===== config.mk =====
export PLATFORM = sky130hd
export DESIGN_NAME = tgsbc_div
export DESIGN_NICKNAME = d
export VERILOG_FILES = /design/src/rtl/tgsbc_pkg.sv /design/src/rtl/tgsbc_div.sv
export SDC_FILE = /design/constraint.sdc
export NUM_CORES = 1
export LEC_CHECK = 0
export BUFFER_PORTS_ARGS = -buffer_cell sky130_fd_sc_hd__clkbuf_2
export CORE_MARGIN = 4
export CORE_UTILIZATION = 50
export DETAILED_ROUTE_END_ITERATION = 10
export HOLD_SLACK_MARGIN = 0.05
export PLACE_DENSITY = 0.77
export SLEW_MARGIN = 20
export SYNTH_ARGS = -nofsm -noshare
export SYNTH_HDL_FRONTEND = slang
export SYNTH_SLANG_ARGS = --single-unit

===== constraint.sdc =====
create_clock -name i_clk -period 4.8 [get_ports i_clk]
set_input_delay 0.48 -clock i_clk [delete_from_list [all_inputs] [get_ports i_clk]]
set_output_delay 0.48 -clock i_clk [all_outputs]
set_load 0.1 [all_outputs]

===== src/rtl/tgsbc_pkg.sv =====
// Package: shared types and constants of the tile grid swept box collision block.
package tgsbc_pkg;

    localparam int COL_BITS  = 5;
    localparam int ROW_BITS  = 5;
    localparam int ADDR_BITS = COL_BITS + ROW_BITS;
    localparam int ID_BITS   = 8;
    localparam int POS_BITS  = 34;
    localparam int NUM_BITS  = 27;
    localparam int MAG_BITS  = 26;
    localparam int DEN_BITS  = 8;
    localparam int REG_BITS  = 20;
    localparam int CNT_BITS  = 5;

    localparam logic [1:0] CFG_CELL_W = 2'd0;
    localparam logic [1:0] CFG_CELL_H = 2'd1;
    localparam logic [1:0] CFG_COLS   = 2'd2;
    localparam logic [1:0] CFG_ROWS   = 2'd3;

    localparam logic [2:0] DIV_INC_X  = 3'd0;
    localparam logic [2:0] DIV_INC_Y  = 3'd1;
    localparam logic [2:0] DIV_COL_LO = 3'd2;
    localparam logic [2:0] DIV_ROW_LO = 3'd3;
    localparam logic [2:0] DIV_COL_HI = 3'd4;
    localparam logic [2:0] DIV_ROW_HI = 3'd5;

    localparam logic OP_WRITE = 1'b0;

    typedef enum logic [3:0] {
        S_IDLE,
        S_DIV_GO,
        S_DIV_WAIT,
        S_REGION,
        S_MOVE_X,
        S_MOVE_Y,
        S_RD,
        S_E1,
        S_E2,
        S_DONE
    } t_state;

    typedef struct packed {
        logic                  start;
        logic [MAG_BITS-1:0]   dividend;
        logic [DEN_BITS-1:0]   divisor;
    } t_div_req;

    typedef struct packed {
        logic                  en;
        logic [ADDR_BITS-1:0]  addr;
        logic [ID_BITS-1:0]    data;
    } t_wr_req;

endpackage


===== src/rtl/tgsbc_div.sv =====
// Unsigned restoring divider, one quotient bit per cycle.
module tgsbc_div (
    input  logic                            i_clk,
    input  logic                            i_rst_n,
    input  tgsbc_pkg::t_div_req             i_req,
    output logic                            o_busy,
    output logic                            o_done,
    output logic [tgsbc_pkg::MAG_BITS-1:0]  o_quot
);
    logic [tgsbc_pkg::MAG_BITS-1:0] r_quo;
    logic [tgsbc_pkg::DEN_BITS-1:0] r_rem;
    logic [tgsbc_pkg::DEN_BITS-1:0] r_den;
    logic [tgsbc_pkg::CNT_BITS:0]   r_cnt;
    logic                           r_done;
    logic [tgsbc_pkg::DEN_BITS:0]   trial;
    logic                           fits;

    assign trial  = {r_rem, r_quo[tgsbc_pkg::MAG_BITS-1]};
    assign fits   = trial >= {1'b0, r_den};
    assign o_busy = r_cnt != '0;
    assign o_done = r_done;
    assign o_quot = r_quo;

    always_ff @(posedge i_clk) begin
        if (!i_rst_n) begin
            r_cnt  <= '0;
            r_done <= 1'b0;
        end else begin
            r_done <= 1'b0;
            if (i_req.start) begin
                r_cnt <= (tgsbc_pkg::CNT_BITS+1)'(tgsbc_pkg::MAG_BITS);
            end else if (o_busy) begin
                r_cnt <= r_cnt - 1'b1;
                if (r_cnt == 1) begin
                    r_done <= 1'b1;
                end
            end
        end
    end

    always_ff @(posedge i_clk) begin
        if (i_req.start) begin
            r_quo <= i_req.dividend;
            r_rem <= '0;
            r_den <= i_req.divisor;
        end else if (o_busy) begin
            r_rem <= fits ? tgsbc_pkg::DEN_BITS'(trial - {1'b0, r_den})
                          : trial[tgsbc_pkg::DEN_BITS-1:0];
            r_quo <= {r_quo[tgsbc_pkg::MAG_BITS-2:0], fits};
        end
    end
endmodule

**Yosys cells after proc, flatten, opt, wreduce, memory -nomap -nowiden**

Cells that the tools add are included.

- Input port bits: 37
- Word-level logic and storage cells: 22
- Bits in registers: 49

- Muxes and demuxes: 6
- Equal/unequal tests: 1
- Order comparisons: 1
- Add/subtract/negate cells: 2
- Reduce and logical (&&, ||, !) cells: 4
- Bitwise logic cells: 2

Operators with widths:

| operator | number |
|---|---|
| $mux 26 | 2 |
| $mux 5 | 2 |
| $ge 9x8->1 | 1 |
| $mux 8 | 1 |
| $sub 8x8->8 | 1 |
| $eq 6x1->1 const B | 1 |
| $reduce_bool 6->1 | 1 |
| $sub 6x1->6 const B | 1 |
| $reduce_or 3->1 | 1 |
| $not 1->1 | 2 |
| $reduce_bool 2->1 | 1 |
| $reduce_or 2->1 | 1 |
| $mux 1 | 1 |

**Logic depth before layout (Yosys ltp)**

Gate-level depths: netlist of the first run.

- Word-level depth: 3
- Gate-level depth with buffers: 8
- Mapped depth without buffers: 8

**Least setup slack after synthesis of the first run**

OpenSTA, ideal clock, no wires.

- Path type: reg-to-reg
- Start point: register r_quo (netlist bit o_quot[25])
- End point: register r_rem[6] in the netlist's numbering
- Path buffers: 0
- Arrival: 2.573 ns
- Clock period less this slack: 2.664 ns
- Path slack: 2.136 ns
- Setup time: 0.091 ns
- Stages on the path, launching flop included: 9
- Cells stage by stage: edfxtp_1 -> inv_1 -> ha_1 -> fa_1 -> nand2b_1 -> a21oi_1 -> mux2i_1 -> o21ai_0 -> a311oi_1

- Longest elaborated chain between the ends: 2

Ends and longest elaborated chain:

| element | RTL line | text |
|---|---|---|
| start, declared | tgsbc_div.sv:10 | `logic [tgsbc_pkg::MAG_BITS-1:0] r_quo;` |
| start signal, assigned | tgsbc_div.sv:43 | `r_quo <= i_req.dividend;` |
| start signal, assigned | tgsbc_div.sv:49 | `r_quo <= {r_quo[tgsbc_pkg::MAG_BITS-2:0], fits};` |
| $sub 8x8->8 / $ge 9x8->1 (equally long branches) | tgsbc_div.sv:47, tgsbc_div.sv:19 |  |
| $mux 8 (*) | tgsbc_div.sv:47 | `r_rem <= fits ? tgsbc_pkg::DEN_BITS'(trial - {1'b0, r_den})` |
| end signal, assigned | tgsbc_div.sv:47 |  |
| end, declared | tgsbc_div.sv:11 | `logic [tgsbc_pkg::DEN_BITS-1:0] r_rem;` |

Mark *: on every way between the ends. The rest lies on a longest branch, timed or not.
A chain may end at the register's enable or synchronous reset.

**Worst setup path after layout of the first run**

- Start point: register r_cnt[0] in the netlist's numbering
- End point: output port o_busy

- Longest elaborated chain between the ends: 1

Ends and longest elaborated chain:

| element | RTL line | text |
|---|---|---|
| start, declared | tgsbc_div.sv:13 | `logic [tgsbc_pkg::CNT_BITS:0] r_cnt;` |
| start signal, assigned | tgsbc_div.sv:31 | `r_cnt <= (tgsbc_pkg::CNT_BITS+1)'(tgsbc_pkg::MAG_BITS);` |
| start signal, assigned | tgsbc_div.sv:33 | `r_cnt <= r_cnt - 1'b1;` |
| $reduce_bool 6->1 | tgsbc_div.sv:20 | `assign o_busy = r_cnt != '0;` |
| end, declared | tgsbc_div.sv:6 | `output logic o_busy,` |

Every way passes these cells.

==> results.yml, run 1 <==
placement:
  port-buffer-count: 64
  place.detailed.hpwl_mm: 3.21
  gpl.final_weighted_congestion: 0.813
  placed_area_sq_mm: 0.00283
  place_ws_ps: 2280
routing:
  detail-route-antenna-nets: 0
  drc: 0
  avgViaCountPerCell: 5.20
  drt_pass1_iterations: 4
  wl_per_cell_um: 13.3
  num_vias: 1751
  drt_wl_total_mm: 4.49
  drt-initial-drc-count: 83
clocking:
  post-cts-setup-buffer-count: 0
  clock_sink_count: 49
  cts-hold-fix-buffers: 0
  postCtsResizedCells: 0
  cts_inserted_buffers: 5
  worstSkewPairLatency_ps: 300
  cts.clk_slew.worst_paths_ps: 90
  clockBufferDepth: 2
  cts_root_buf: "sky130_fd_sc_hd__clkbuf_8"
  max_h_tree_level: 2
  tritoncts: "yes"
worst_setup_path:
  worst_path_cell_chain: "inv_1, ha_1, and2_1, inv_1, clkbuf_2"
  cp_slowest_cell: "sky130_fd_sc_hd__clkbuf_2"
  path_max_fanout: 16
  crit_path_max_incr_delay_ps: 550
  crit_path_end_kind: "output pin"
  cp-start-kind: "register"
  critPathMostFrequentCell: "sky130_fd_sc_hd__inv_1"
  critical_path_required_ps: 4320
  worstPathArrival_ps: 2250
  timing.setup.critical_path_class: "reg -> out"
cells_and_area:
  layout.filler_cells: 381
  area_delta_synth_final_pct: 20.3
  fin_nets: 318
  diodes_inserted: 0
  finish.instance_area_sq_mm: 0.00295
  ratio_of_cells_with_drive_above_1_in_the_final_layout_pct: 38.5
  multiInputGateArea_sq_mm: 0.00104
  register_area_sq_mm: 0.00132
die:
  io_pins: 65
  starting_density_of_the_core_pct: 51.8
  dieWidth_um: 78.0
  fp.dieH_um: 78.0
  design.die.area_sq_mm: 0.00608
  core_area_sq_mm: 0.00472
  fp-row-count: 25
grt:
  globalRouteTotalUtil_pct: 16.4
  largest_net_degree_at_the_start_of_global_routing: 50
  first_global_vias: 1827
  antenna_violations_before_repair: 0
  globalRoute.totalOverflow: 0
  global_route_wire_length_before_repair_mm: 8.01
yosys:
  synthDominantCellAreaShare_pct: 41.7
  yosysUniqueCellTypes: 38
  yosysWarnings: 0
  yosysSeqAreaShare_pct: 54.0
  synthesized_netlist_net_count: 253
  synth_area_sq_mm: 0.00245
  ys_top_cells_by_count: "sky130_fd_sc_hd__edfxtp_1, sky130_fd_sc_hd__mux2_2, sky130_fd_sc_hd__dfxtp_1, sky130_fd_sc_hd__nor2_1, sky130_fd_sc_hd__inv_1"
  yosysTopAreaCell: "sky130_fd_sc_hd__edfxtp_1"
  ys_top_cells_by_area: "sky130_fd_sc_hd__edfxtp_1, sky130_fd_sc_hd__dfxtp_1, sky130_fd_sc_hd__mux2_2, sky130_fd_sc_hd__ha_1, sky130_fd_sc_hd__nand2b_1"
  postSynth.topFlopCell: "sky130_fd_sc_hd__edfxtp_1"
  synth-edff-count: 34
  mapped_cells: 204
  synth.ff_latch_count: 49
  yosysMostFrequentCell: "sky130_fd_sc_hd__edfxtp_1"
  syn_avg_cell_area_sq_um: 12.0
  postSynth.asyncResetShare_pct: 0
sta:
  finalSetupTns_ps: 0
  timing_worst_slew_pin_value_ps: 666
  timing.final.hold_violations: 0
  timing.final.crit_share_pct: 56.9
  max-slew-margin-rel_pct: 55.2
  max_clock_freq_mhz: 366
  setup_repair_after_global_routing_missed_its_margin: "no"
  hold_slack_ps: 350
  final_report_setup_violation_count: 0
  drv_slew: 0
  setup_ws_ps: 2070
  fin_skew_ps: 6.85
  min_period_ps: 2730
power_and_ir_drop:
  cell_internal_pwr_w: 0.000934
  p_seq_share_pct: 35.3
  leakagePower_nw: 1.29
  power_density_over_the_cells_mw_per_mm2: 578
  irDropWorstVdd_v: 0.000372
  power.switching_fraction_pct: 45.2
  p_clk_share_pct: 17.8
  p_comb_share_pct: 46.9
  totalPowerFinal_w: 0.00170
  p_sw_w: 0.000769
run:
  max_cap_violation_count: 0
min_path:
  hold_class: "in -> reg"
status:
  status: "finished clean"
## layout make-up
class | instances | share of cell area (%)
Clock buffer | 5 | 2.34
Sequential cell | 49 | 44.9
Clock inverter | 3 | 1.61
Multi-Input combinational cell | 134 | 35.4
Inverter | 14 | 1.78
Tap cell | 67 | 2.85
Timing Repair Buffer | 65 | 11.1
## routing by layer
metal | up-vias | share of wire, % | GRT usage, %
li1 | 878 | - | -
met1 | 816 | 46 | 21.2
met2 | 51 | 47 | 26.1
met3 | 6 | 6.6 | 5.10
met4 | 0 | 1.3 | 5.59
met5 | - | 0 | 0
## logic make-up after synthesis
group                      share of synthesized area [%]
buffers and inverters                               3.53
AOI/OAI and AO/OA                                   9.61
and+or+nand+nor                                     11.5
adders and majority gates                           6.44
xor gates and xnor gates                            2.15
muxes                                               12.8
DFF                                                 54.0
## state kept, by name, indices dropped and copies added, names as in the netlist
name and cells:
o_done 1, o_quot 26, r_cnt 6, r_den 8, r_rem 8
## placed cells by master, fill, tap and decap left out, drive strengths merged, types with 2 or more instances in the layout
cell type   n
nand2      12
dfxtp      15
o211ai      3
ha         11
or3         3
xor2        2
nand3       3
nor3b       2
xnor2       4
nand2b      9
a311oi      5
o21ai       5
o21a        3
and2        2
clkbuf     69
mux2i       2
nor3        3
inv        16
edfxtp     34
nor2       15
a21oi       9
mux2       26
and4b       2
o41ai       2
a21o        3
## worst max-delay path, delay by kind of cell (launching register included)
family / cells / cell delay [ps]
buf+inv: 3 / 1070
flops: 1 / 370
simple gates: 1 / 280
fa+ha+maj: 1 / 210
## stage by stage
step | std cells | utilization [%]
finish | 337 | 62.4
global route | 337 | 62.4
CTS | 337 | 62.3
detailed placement | 329 | 59.8
global placement | 329 | 59.8
floorplan | 204 | -
## path summary, 6_finish.rpt
path	slack, ps	depth (start not counted)	startpoint	to
max	2070	5	r_cnt[0]$_SDFFE_PP0N_	o_busy
min	350	1	i_req[6]	r_den[6]$_DFFE_PP_
max reg2reg	2490	6	r_den[6]$_DFFE_PP_	o_quot[0]$_DFFE_PP_
min reg2reg	490	2	r_rem[1]$_SDFFE_PP0N_	r_rem[1]$_SDFFE_PP0N_
## power groups by stage
stage          clock [W]  combinational, W  sequential (W)
2_1_floorplan          0          0.000372        0.000916
3_3_place_gp           0          0.000790        0.000612
3_5_place_dp           0          0.000799        0.000610
4_1_cts         0.000315          0.000802        0.000603
5_1_grt         0.000334          0.000867        0.000617
6_report        0.000303          0.000799        0.000601
Note: power is estimated with default switching activity, not from simulation.
==> run 2: changes to the inputs <==
CORE_UTILIZATION = 47   (was 50)
PLACE_DENSITY = 0.76   (was 0.77)
clock period = 2.31 ns   (was 4.8 ns; I/O delays follow)
==> results.yml, run 2 (synthesized netlist as in run 1, its figures left out) <==
grt:
  globalRouteTotalUtil_pct: 17.2
  grt_busiest_layer: "met2"
  antenna_violations_before_repair: 0
  first_global_vias: 1835
  globalRouteMet3Util_pct: 6.17
  largest_net_degree_at_the_start_of_global_routing: 31
  grtUsageMet2_pct: 27.6
  grtUsageMet1_pct: 21.1
  global_route_wire_length_before_repair_mm: 8.58
  globalRoute.totalOverflow: 0
sta:
  timing_worst_slew_pin_value_ps: 564
  setup_repair_after_global_routing_missed_its_margin: "no"
  drv_slew: 0
  timing.final.hold_violations: 0
  min_period_ps: 2140
  hold_slack_ps: 92.5
  max_clock_freq_mhz: 466
  fin_skew_ps: 8.32
  final_report_setup_violation_count: 0
  timing.final.crit_share_pct: 92.8
  max-slew-margin-rel_pct: 62.6
clocking:
  cts.clk_slew.worst_paths_ps: 100
  cts_root_buf: "sky130_fd_sc_hd__clkbuf_8"
  cts-hold-fix-buffers: 0
  clock_sink_count: 49
  clockBufferDepth: 2
  tritoncts: "yes"
  worstSkewPairLatency_ps: 310
  cts_inserted_buffers: 5
  max_h_tree_level: 2
worst_setup_path:
  worstPathArrival_ps: 2370
  worst-r2r-setup-slack_ps: 170
  timing.setup.critical_path_class: "reg -> reg"
  crit_path_end_kind: "register"
  regToRegStartpoint: "r_den[6]$_DFFE_PP_"
  critical_path_required_ps: 2530
  worstSetupStartpoint: "r_den[6]$_DFFE_PP_"
  rr_worst_depth: 7
  endpoint: "r_rem[4]$_SDFFE_PP0N_"
  cp-start-kind: "register"
  rr_endpoint: "r_rem[4]$_SDFFE_PP0N_"
  path_max_fanout: 9
routing:
  detail-route-antenna-nets: 0
  wl_per_cell_um: 14.4
  avgViaCountPerCell: 5.20
  drt-initial-drc-count: 119
  drc: 0
  num_vias: 1804
  drt_wl_total_mm: 4.99
  drt_pass1_iterations: 4
power_and_ir_drop:
  irDropWorstVdd_v: 0.000977
  totalPowerFinal_w: 0.00356
  leakagePower_nw: 1.31
  power_density_over_the_cells_mw_per_mm2: 1180
cells_and_area:
  fin_nets: 325
  diodes_inserted: 0
  largest_register_ff_count: 26
  layout.cells.most_common_list: "sky130_fd_sc_hd__clkbuf_2, sky130_fd_sc_hd__edfxtp_1, sky130_fd_sc_hd__mux2_2, sky130_fd_sc_hd__nor2_1, sky130_fd_sc_hd__dfxtp_1"
  area_delta_synth_final_pct: 22.8
  ratio_of_cells_with_drive_above_1_in_the_final_layout_pct: 41.9
  layout.filler_cells: 439
  layout.cells.most_common: "sky130_fd_sc_hd__clkbuf_2"
die:
  starting_density_of_the_core_pct: 48.2
  core_area_sq_mm: 0.00507
  fp-row-count: 26
  dieWidth_um: 80.2
  design.die.area_sq_mm: 0.00643
  fp.dieH_um: 80.2
  io_pins: 65
placement:
  place.detailed.hpwl_mm: 3.59
  port-buffer-count: 64
  gpl.final_weighted_congestion: 0.850
run:
  max_cap_violation_count: 0
status:
  status: "finished clean"
min_path:
  hold_class: "in -> reg"
run 2: changes by cell type in the layout (fill, tap and decap cells not counted), sizes merged:
cell | before | now
buf | 1 | 9
clkbuf | 69 | 68
bufinv | 1 | 0
inv | 16 | 15
clkinvlp | 0 | 2
run 2: critical path, stage by stage (launching register included):
cell and delay, ps:
sky130_fd_sc_hd__edfxtp_1 330, sky130_fd_sc_hd__inv_1 40, sky130_fd_sc_hd__ha_1 400, sky130_fd_sc_hd__and4b_1 270, sky130_fd_sc_hd__nand3_2 100, sky130_fd_sc_hd__o21a_2 300
sky130_fd_sc_hd__or3_4 400, sky130_fd_sc_hd__a311oi_2 220
run 2: per-stage QoR:
stage / setup TNS [ps] / setup slack [ps] / instance area, sq um / cells / util, %
after floorplan: -437 / -206 / 2480 / 204 / -
after global placement: 0 / 160 / 2900 / 338 / 57.2
after detailed placement: 0 / 93.2 / 2900 / 338 / 57.2
after CTS: 0 / 85.0 / 3000 / 346 / 59.1
after global routing: 0 / 17.9 / 3010 / 347 / 59.3
final: 0 / 165 / 3010 / 347 / 59.3
run 2: layout make-up:
cell class                 count  area (sq um)  share of cell area, %
multi-input combinational    134          1070                   35.5
tap                           70          87.6                   2.91
inverter                      14          52.6                   1.75
clock inverter                 3          26.3                  0.874
timing repair buffer          72           383                   12.7
clock buffer                   5          68.8                   2.29
sequential                    49          1320                   43.9
run 2: where the power goes:
part	switching, W	internal [W]	total [W]
Sequential	0.000116	0.00114	0.00126
Combinational	0.00123	0.000537	0.00177
Clock	0.000310	0.000221	0.000531
run 2: worst min path at each step:
stage	start	endpoint	slack (ps)	depth (start not counted)
floorplan	i_req[0]	r_den[0]$_DFFE_PP_	330	0
global placement	i_req[4]	r_den[4]$_DFFE_PP_	410	1
detailed placement	i_req[6]	r_den[6]$_DFFE_PP_	410	1
CTS	i_req[1]	r_den[1]$_DFFE_PP_	80	1
global route	i_req[0]	r_den[0]$_DFFE_PP_	80	1
finish	i_req[1]	r_den[1]$_DFFE_PP_	90	1
run 2: metal layers:
layer | part of all wire, % | vias up | wire length (um)
met2 | 45 | 71 | 2250
met5 | 0 | - | 0
met4 | 2.3 | 0 | 114
li1 | - | 887 | -
met3 | 8.0 | 11 | 401
met1 | 45 | 835 | 2220
run 2: repair_timing:
action / CTS / global route
resized for setup: 0 / 1
endpoints found under the setup margin: 0 / 6
setup buffers: 0 / 1
